[src/sio_pkg.sv]
// Types, constants and helper functions for the scan isolated outlier filter.
package sio_pkg;

  typedef enum logic [1:0] {
    KIND_FINITE  = 2'd0,
    KIND_POS_INF = 2'd1,
    KIND_NEG_INF = 2'd2,
    KIND_NAN     = 2'd3
  } kind_t;

  typedef enum logic [1:0] {
    CFG_THRESHOLD = 2'd0,
    CFG_RANGE_MIN = 2'd1,
    CFG_RANGE_MAX = 2'd2,
    CFG_UNUSED    = 2'd3
  } cfg_index_t;

  localparam int RANGE_W = 16;
  localparam int INTEN_W = 16;

  localparam logic [RANGE_W-1:0] THRESHOLD_RESET = 16'd100;
  localparam logic [RANGE_W-1:0] RANGE_MIN_RESET = 16'd0;
  localparam logic [RANGE_W-1:0] RANGE_MAX_RESET = 16'hFFFF;

  localparam int OUTQ_DEPTH_DEFAULT = 4;

  typedef struct packed {
    logic [RANGE_W-1:0] range_mm;
    kind_t              kind;
    logic [INTEN_W-1:0] intensity;
    logic               rejected;
    logic               last;
  } result_t;

  typedef struct packed {
    logic first;
    logic second;
  } push_t;

  function automatic logic differs(input logic [RANGE_W-1:0] c,
                                   input logic [RANGE_W-1:0] nr,
                                   input kind_t nk,
                                   input logic [RANGE_W-1:0] thr);
    logic [RANGE_W-1:0] d;
    logic               res;
    d = (c > nr) ? (c - nr) : (nr - c);
    case (nk) inside
      KIND_POS_INF, KIND_NEG_INF: res = 1'b1;
      KIND_NAN:                   res = 1'b0;
      default:                    res = (d > thr);
    endcase
    return res;
  endfunction

  function automatic result_t make_result(input logic [RANGE_W-1:0] r,
                                          input kind_t k,
                                          input logic [INTEN_W-1:0] inten,
                                          input logic rej,
                                          input logic last);
    result_t o;
    o.range_mm  = (k == KIND_FINITE) ? r : '0;
    o.kind      = k;
    o.intensity = inten;
    o.rejected  = rej;
    o.last      = last;
    return o;
  endfunction

endpackage

[src/sio_tap.sv]
// One window tap: holds a sample's range and kind, loaded from its upstream neighbour.
module sio_tap import sio_pkg::*; (
  input  logic               clk,
  input  logic               load,
  input  logic [RANGE_W-1:0] range_in,
  input  kind_t              kind_in,
  output logic [RANGE_W-1:0] range_q,
  output kind_t              kind_q
);

  always_ff @(posedge clk) begin
    if (load) begin
      range_q <= range_in;
      kind_q  <= kind_in;
    end
  end

endmodule

[src/sio_outq.sv]
// Result queue taking up to two results per cycle and handing out one per transfer.
module sio_outq import sio_pkg::*; #(
  parameter int DEPTH = OUTQ_DEPTH_DEFAULT
) (
  input  logic    clk,
  input  logic    rst,
  input  push_t   push,
  input  result_t din0,
  input  result_t din1,
  input  logic    pop,
  output result_t dout,
  output logic    not_empty,
  output logic    room_for_two,
  output logic [$clog2(DEPTH+1)-1:0] level
);

  localparam int PTR_W = $clog2(DEPTH);
  localparam int CNT_W = $clog2(DEPTH + 1);
  localparam logic [CNT_W-1:0] ROOM_LIMIT = CNT_W'(DEPTH - 2);

  result_t            mem [DEPTH];
  logic [PTR_W-1:0]   wr_ptr;
  logic [PTR_W-1:0]   rd_ptr;
  logic [CNT_W-1:0]   count;
  logic [CNT_W-1:0]   count_next;
  logic [1:0]         n_push;

  assign n_push     = {1'b0, push.first} + {1'b0, push.second};
  assign count_next = count + CNT_W'(n_push) - CNT_W'(pop);

  always_ff @(posedge clk) begin
    if (push.first) begin
      mem[wr_ptr] <= din0;
    end
    if (push.second) begin
      mem[wr_ptr + PTR_W'(1)] <= din1;
    end
  end

  always_ff @(posedge clk) begin
    if (rst) begin
      wr_ptr <= '0;
      rd_ptr <= '0;
      count  <= '0;
    end else begin
      wr_ptr <= wr_ptr + PTR_W'(n_push);
      rd_ptr <= rd_ptr + PTR_W'(pop);
      count  <= count_next;
    end
  end

  assign dout         = mem[rd_ptr];
  assign not_empty    = (count != '0);
  assign room_for_two = (count <= ROOM_LIMIT);
  assign level        = count;

endmodule

[src/scan_isolated_outlier_filter.sv]
// Top level of the scan isolated outlier filter: window taps, judgement and result queue.
//
// Accepts one lidar sample per clock while s_axis_tready is high. Each sample is judged
// once its next neighbour has arrived, so its result leaves one input later; the last
// sample of a scan releases two results in the same cycle, and a new first mark closes
// the held sample with one result. Results go through an OUTQ_DEPTH-entry queue (a
// power of two, at least two) that drains one per transfer: s_axis_tready is high while
// the queue has two free entries, so the input stalls only once the output has held off
// long enough for OUTQ_DEPTH-1 results to wait, and rises again after the transfer that
// brings the queue back to OUTQ_DEPTH-2. With the output always ready and OUTQ_DEPTH at
// least four the input never stalls. Configuration writes are taken in every cycle.
module scan_isolated_outlier_filter import sio_pkg::*; #(
  parameter int OUTQ_DEPTH = OUTQ_DEPTH_DEFAULT
) (
  input  logic        clk,
  input  logic        rst,
  input  logic        s_axis_tvalid,
  output logic        s_axis_tready,
  input  logic [31:0] s_axis_tdata,  // range_mm[15:0], intensity[31:16]
  input  logic [2:0]  s_axis_tuser,  // range_kind[1:0], first_of_scan[2]
  input  logic        s_axis_tlast,  // last_of_scan
  output logic        m_axis_tvalid,
  input  logic        m_axis_tready,
  output logic [31:0] m_axis_tdata,  // out_range_mm[15:0], out_intensity[31:16]
  output logic [2:0]  m_axis_tuser,  // out_kind[1:0], rejected[2]
  output logic        m_axis_tlast,  // out_last
  input  logic        cfg_valid,
  output logic        cfg_ready,
  input  logic [1:0]  cfg_index,
  input  logic [15:0] cfg_data
);

  logic [RANGE_W-1:0] threshold;
  logic [RANGE_W-1:0] valid_lo;
  logic [RANGE_W-1:0] valid_hi;

  logic               held_valid;
  logic               held_is_first;
  logic [INTEN_W-1:0] held_intensity;

  logic [RANGE_W-1:0] held_range;
  kind_t              held_kind;
  logic [RANGE_W-1:0] left_range;
  kind_t              left_kind;

  logic [RANGE_W-1:0] in_range;
  kind_t              in_kind;
  logic [INTEN_W-1:0] in_intensity;
  logic               in_first;
  logic               in_last;

  logic               accept;
  logic               flush_held;
  logic               judge_held;
  logic               rej;
  result_t            res_held;
  result_t            res_input;
  result_t            din0;
  push_t              push;
  logic               pop;
  result_t            dout;
  logic               q_not_empty;
  logic               q_room;
  logic [$clog2(OUTQ_DEPTH+1)-1:0] q_level;

  assign in_range     = s_axis_tdata[15:0];
  assign in_intensity = s_axis_tdata[31:16];
  assign in_kind      = kind_t'(s_axis_tuser[1:0]);
  assign in_first     = s_axis_tuser[2];
  assign in_last      = s_axis_tlast;

  assign cfg_ready = 1'b1;

  always_ff @(posedge clk) begin
    if (rst) begin
      threshold <= THRESHOLD_RESET;
      valid_lo  <= RANGE_MIN_RESET;
      valid_hi  <= RANGE_MAX_RESET;
    end else if (cfg_valid && cfg_ready) begin
      case (cfg_index_t'(cfg_index))
        CFG_THRESHOLD: threshold <= cfg_data;
        CFG_RANGE_MIN: valid_lo  <= cfg_data;
        CFG_RANGE_MAX: valid_hi  <= cfg_data;
        default: ;
      endcase
    end
  end

  assign accept     = s_axis_tvalid && s_axis_tready;
  assign flush_held = held_valid && in_first;
  assign judge_held = held_valid && !in_first;

  assign rej = !held_is_first && (held_kind == KIND_FINITE) &&
               (held_range >= valid_lo) && (held_range <= valid_hi) &&
               differs(held_range, left_range, left_kind, threshold) &&
               differs(held_range, in_range, in_kind, threshold);

  always_comb begin
    if (flush_held) begin
      res_held = make_result(held_range, held_kind, held_intensity, 1'b0, 1'b1);
    end else if (rej) begin
      res_held = make_result('0, KIND_POS_INF, '0, 1'b1, 1'b0);
    end else begin
      res_held = make_result(held_range, held_kind, held_intensity, 1'b0, 1'b0);
    end
  end

  assign res_input = make_result(in_range, in_kind, in_intensity, 1'b0, 1'b1);
  assign din0      = held_valid ? res_held : res_input;

  assign push.first  = accept && (held_valid || in_last);
  assign push.second = accept && held_valid && in_last;

  sio_tap u_held (
    .clk      (clk),
    .load     (accept && !in_last),
    .range_in (in_range),
    .kind_in  (in_kind),
    .range_q  (held_range),
    .kind_q   (held_kind)
  );

  sio_tap u_prev (
    .clk      (clk),
    .load     (accept && judge_held),
    .range_in (held_range),
    .kind_in  (held_kind),
    .range_q  (left_range),
    .kind_q   (left_kind)
  );

  always_ff @(posedge clk) begin
    if (accept && !in_last) begin
      held_intensity <= in_intensity;
    end
  end

  always_ff @(posedge clk) begin
    if (rst) begin
      held_valid    <= 1'b0;
      held_is_first <= 1'b0;
    end else if (accept) begin
      held_valid    <= !in_last;
      held_is_first <= !judge_held;
    end
  end

  assign pop = m_axis_tvalid && m_axis_tready;

  sio_outq #(
    .DEPTH (OUTQ_DEPTH)
  ) u_outq (
    .clk          (clk),
    .rst          (rst),
    .push         (push),
    .din0         (din0),
    .din1         (res_input),
    .pop          (pop),
    .dout         (dout),
    .not_empty    (q_not_empty),
    .room_for_two (q_room),
    .level        (q_level)
  );

  assign s_axis_tready = q_room;
  assign m_axis_tvalid = q_not_empty;
  assign m_axis_tdata  = {dout.intensity, dout.range_mm};
  assign m_axis_tuser  = {dout.rejected, dout.kind};
  assign m_axis_tlast  = dout.last;

  a_queue_bound: assert property (@(posedge clk) disable iff (rst)
    q_level <= ($clog2(OUTQ_DEPTH+1))'(OUTQ_DEPTH))
    else $error("result queue overfilled");

  a_last_clears_window: assert property (@(posedge clk) disable iff (rst)
    (s_axis_tvalid && s_axis_tready && s_axis_tlast) |=> !held_valid)
    else $error("window still holds a sample after the end of a scan");

  a_rejected_form: assert property (@(posedge clk) disable iff (rst)
    (m_axis_tvalid && m_axis_tuser[2]) |->
      (m_axis_tuser[1:0] == KIND_POS_INF) && (m_axis_tdata == '0) && !m_axis_tlast)
    else $error("rejected result is not a clean +inf sample");

  a_two_results_need_room: assert property (@(posedge clk) disable iff (rst)
    push.second |-> push.first)
    else $error("second result pushed without a first");

endmodule
[config.mk]
export PLATFORM = sky130hd
export DESIGN_NAME = scan_isolated_outlier_filter
export DESIGN_NICKNAME = d
export VERILOG_FILES = /design/src/sio_pkg.sv /design/src/sio_tap.sv /design/src/sio_outq.sv /design/src/scan_isolated_outlier_filter.sv
export SDC_FILE = /design/constraint.sdc
export NUM_CORES = 1
export LEC_CHECK = 0
export ABC_AREA = 1
export BUFFER_PORTS_ARGS = -buffer_cell sky130_fd_sc_hd__buf_2
export CAP_MARGIN = 5
export CORE_MARGIN = 8
export CORE_UTILIZATION = 60
export DETAILED_ROUTE_END_ITERATION = 6
export HOLD_SLACK_MARGIN = 0.15
export PLACE_DENSITY = 0.88
export SLEW_MARGIN = 10
export SYNTH_ARGS = -nofsm -noshare
export SYNTH_HDL_FRONTEND = slang
export SYNTH_SLANG_ARGS = --single-unit
[constraint.sdc]
create_clock -name clk -period 5.24 [get_ports clk]
set_input_delay 0.262 -clock clk [delete_from_list [all_inputs] [get_ports clk]]
set_output_delay 0.262 -clock clk [all_outputs]
set_load 0.01 [all_outputs]
* Word level (Yosys, flattened, before mapping)
Memory sizes are Yosys's and may differ from the RTL's. A register that Yosys moved wholly into a read port is not among the register bits.
Cells that the tools add are included.
** Operators by class
- $add $sub $neg :: 10
- Magnitude comparators :: 7
- Equality and inequality tests :: 8
- Mux-type cells :: 16
- Reductions and logical operators :: 28
** Operators with widths (number)
- 36-bit 2-to-1 mux :: 3
- 16-bit greater-than comparator :: 4
- 16-bit 2-to-1 mux :: 4
- 16-bit subtractor :: 4
- 16-bit greater-or-equal comparator :: 1
- 16-bit <= comparator :: 1
- 1-bit logical AND :: 14
- 2-bit equality test, second input constant :: 5
- 1-bit 2-to-1 mux :: 8
- 2-bit by 1-bit equality test with 1-bit output, second input constant :: 3
- 2-bit zero test :: 3
- 2-bit AND reduction :: 3
- 1-bit zero test :: 4
- 2-bit OR reduction :: 2
- 3-bit by 2-bit adder with 3-bit output :: 1
- 3-bit by 2-bit <= comparator with 1-bit output, second input constant :: 1
- 3-bit nonzero test :: 1
- 3-bit by 1-bit subtractor with 3-bit output :: 1
- 1-bit by 1-bit adder with 2-bit output :: 1
- 2-bit by 1-bit adder with 2-bit output :: 1
- 2-bit by 1-bit adder with 2-bit output, second input constant :: 1
- 2-bit adder :: 1
- 2-bit 2-to-1 mux :: 1
- 1-bit logical OR :: 1
** Word-level totals
- Register bits :: 109
- Bits in writable memories :: 144
- Input bits :: 59
- Output and inout port bits :: 39
- Word-level logic and storage cells :: 83
- Memories :: 1
** Memories
- u_outq.mem :: depth 4, width 36, read ports 1, clocked after memory_dff 1, wr ports 2, line sio_outq.sv:21 : result_t mem [DEPTH];

* Longest topological paths before layout
- Depth after elaboration :: 10
- Depth in mapped cells :: 34
- Depth with buffers taken out :: 31

* Cells and area by module
From an unflattened synthesis, not the netlist that was laid out.
** Unflattened totals
- Cell total of the unflattened synthesis :: 2255
- Area total of the unflattened synthesis :: 17638.2 um^2
** By module, submodules not included
- scan_isolated_outlier_filter :: times used 1, cells an instance 1384, area an instance 8564.5 um^2, seq. area each 1481.4 um^2
- sio_outq :: times used 1, cells an instance 835, area an instance 7992.7 um^2, seq. area each 4464.3 um^2
- sio_tap :: times used 2, cells an instance 18, area an instance 540.5 um^2, seq. area each 540.5 um^2

* Worst setup path after synthesis
OpenSTA, ideal clock, no wires.
- Path kind :: register to register
- Start :: register u_held.range_q[0]
- End :: memory u_outq.mem[3][27] in the netlist's numbering, data pin
- Setup time :: 0.252 ns
- Data arrival time :: 3.407 ns
- Required time :: 4.988 ns
- Setup slack :: 1.580 ns
- Stages on the path, launching flop included :: 32
- Period minus slack after synthesis :: 3.660 ns
- Cells stage by stage :: edfxtp_1 > inv_1 > ha_1 > inv_1 > fa_1 > nand2_1 > nand2_2 > a21o_1 > nand2_1 > o2111ai_2 > nand2_4 > inv_2 > buf_6 > nand2_1 > nand2_1 > ha_1 > inv_1 > o21bai_1 > nand2_1 > nand2_1 > nand2_1 > nand2_1 > nand2_1 > nand2_1 > nand2_1 > nand2_1 > nand3_4 > buf_6 > nand2_1 > nand2_2 > nand2_1 > nand2_1
** RTL lines
- start, declared :: line sio_tap.sv:7 : output logic [RANGE_W-1:0] range_q,
- start signal, assigned :: line sio_tap.sv:13 : range_q <= range_in;
- end, declared :: line sio_outq.sv:21

==> impl_metrics.json <==
{
  "ys_ff_latch": 253,
  "min_path_type": "input pin to flip-flop",
  "cap_violations": 0,
  "r2r_cells": 30,
  "layout_common_cells": "nand2_1, inv_1, edfxtp_1",
  "synth_top_area_share_pct": 33.4,
  "layout_setup_ws_ns": 0.468,
  "place_area_um2": 17700,
  "dpl.hpwl_um": 33800,
  "p_leak_uw": 0.00939,
  "insertedDiodeCount": 0,
  "vias_per_cell": 5.73,
  "drt_first_pass_iters": 6,
  "postRouteAntennaNets": 0,
  "max_stage_delay_ns": 0.45,
  "fillers": 2096,
  "relSlewSlack_pct": 10.1,
  "syn_area_per_cell_um2": 7.57,
  "die-height_um": 184,
  "synth.area.top_cells": "edfxtp_1, nand2_1, ha_1",
  "die_x_um": 184,
  "rows": 61,
  "period_share_pct": 91.1,
  "gp_congestion": 0.973,
  "syn_nets": 2430,
  "powerDensity_nw_per_um2": 355,
  "clkTransAtPathRegs_ns": 0.06,
  "cts_made_buffers": 27,
  "grt_pass1_wl_um": 79900,
  "crit_arrival_ns": 5.09,
  "grt_pass1_vias": 15700,
  "postCtsHoldBufs": 59,
  "cp_num_buf_inv": 5,
  "clock_latency_ns": 0.57,
  "synth_async_sr_flop_share_pct": 0,
  "grt_usage_pct": 29.5,
  "antenna_found_initial": 0,
  "cp-end-kind": "flip-flop",
  "htreeDepth": 1,
  "cp.required_ns": 5.56,
  "path_delay_family": "simple AND/OR/NAND/NOR gates",
  "fin_hold_ws_ns": 0.168,
  "yosys_warnings": 0,
  "routedWlPerCell_um": 18.3,
  "ir_drop_uv": 465,
  "clock.fmax_mhz": 210,
  "area_growth_syn_to_layout_pct": 13.8,
  "nNetsFinal": 2562,
  "setup_violations": 0,
  "timing.rr.end": "u_outq.mem[0][30]",
  "tightest_slew_ns": 1.34,
  "start_kind": "flip-flop",
  "cts_tree": "done",
  "final_layout_size_suffix_gt1_share_pct": 9.98,
  "yosysSeqAreaShare_pct": 41.1,
  "io_pins": 98,
  "overflow": 0,
  "r2r-start": "u_held.range_q[0]",
  "post-route-drc-count": 0,
  "cts.sinks": 253,
  "drt-initial-drc-count": 1710,
  "path_max_fanout": 20,
  "die_area_um2": 33800,
  "vias": 15800,
  "synth_area_um2": 16900,
  "fin_worst_skew_ns": 0.0143,
  "status": "finished clean",
  "rrSetupSlack_ns": 0.47,
  "finalMaxSlewViolations": 0,
  "final.setup.tns_ns": 0,
  "io_buffer_count": 96,
  "cts-root-buf": "clkbuf_16",
  "post-route-min-period_ns": 4.77,
  "clock_path_buffers": 3,
  "routed_wl_um": 50600,
  "startpoint": "u_held.range_q[0]",
  "final_common_cell": "nand2_1",
  "place_ws_ns": 0.559,
  "synth_edf_count": 188,
  "yosysTopAreaCell": "edfxtp_1",
  "final_core_util_pct": 69.2,
  "cts_resized": 0,
  "synthCells": 2231,
  "grt_start_max_net_pins": 75,
  "cts_setup_buffers": 0,
  "cp-endpoint": "u_outq.mem[0][30]",
  "crit_slowest_cell": "edfxtp_1",
  "crit_top_cell": "nand2_1",
  "cp_num_cells": 30,
  "ys_types": 45,
  "critPathKind": "flip-flop to flip-flop",
  "start_util_pct": 60.8,
  "synth_ff_type": "edfxtp_1",
  "rsz0062_at_grt": "false",
  "core_area_um2": 27800,
  "fin_area_um2": 19200,
  "hold_viol": 0
}
layer usage:
layer  vias up  GRT usage [%]  part of all wire, %
li1       7445              -                    -
met4         0           13.7                  4.0
met5         -              0                    0
met2       993           48.4                   46
met1      7214           37.8                   39
met3       181           4.92                   11
power by group:
group / internal [uW] / total (uW) / switching [uW]
clock network: 1190 / 2030 / 839
logic: 763 / 2370 / 1600
registers: 2350 / 2420 / 68.8
total: 4310 / 6820 / 2510
state kept, by name, indices dropped and copies added (netlist names), 3 cells and up:
register and flops:
u_outq.mem 144, held_intensity 16, threshold 16, u_held.range_q 16
u_prev.range_q 16, valid_hi 16, valid_lo 16, u_outq.level 3
worst min-delay path by stage:
stage | cells after the start | from | endpoint
after floorplan | 0 | s_axis_tdata[16] | held_intensity[0]
after global placement | 2 | valid_lo[15] | valid_lo[15]
after detailed placement | 2 | valid_lo[7] | valid_lo[7]
after CTS | 5 | cfg_valid | valid_lo[0]
after global routing | 5 | cfg_valid | valid_lo[0]
final | 5 | cfg_valid | valid_lo[0]
cells in the mapped netlist (all sizes together), types with 5 or more instances:
cell type / number
nand2: 817
inv: 285
edfxtp: 188
nor2: 174
o21ai: 152
ha: 135
a21oi: 110
dfxtp: 65
xor2: 46
buf: 43
clkbuf: 42
nand3: 40
o22ai: 40
o211ai: 19
nor3: 15
o21bai: 15
nand4: 7
a21o: 6
fa: 5
cell type report:
| class | count | area (um2) | area share (%) |
|---|---|---|---|
| clock buffers | 37 | 774 | 4.03 |
| inverters | 289 | 1080 | 5.64 |
| repair buffers | 188 | 1330 | 6.93 |
| multi-input cells | 1604 | 8440 | 43.9 |
| well taps | 378 | 473 | 2.46 |
| clock inverters | 13 | 163 | 0.846 |
| flip-flops and latches | 253 | 6950 | 36.2 |
worst register-to-register path, delay by kind of cell (launching register included):
kind / cells / cell delay (ns)
AOI/OAI and AO/OA: 3 / 0.46
and+or+nand+nor: 19 / 1.83
adders and majority gates: 3 / 0.99
DFF: 1 / 0.45
buffers and inverters: 5 / 0.81
cells by family after synthesis:
group / after synthesis / share of synthesized area [%]
compound gates: 357 / 11.9
xor+xnor: 50 / 2.59
fa+ha+maj: 140 / 10.6
buf+inv: 374 / 8.91
flops: 253 / 41.1
other cells: 1 / 0.0222
simple gates: 1056 / 24.8
metrics by stage:
stage	std cells	power, uW
5_1_grt	2762	7140
2_1_floorplan	2231	3950
6_report	2762	6820
3_5_place_dp	2653	4710
4_1_cts	2762	6760
3_3_place_gp	2653	4640
(Power assumes the default switching activity.)
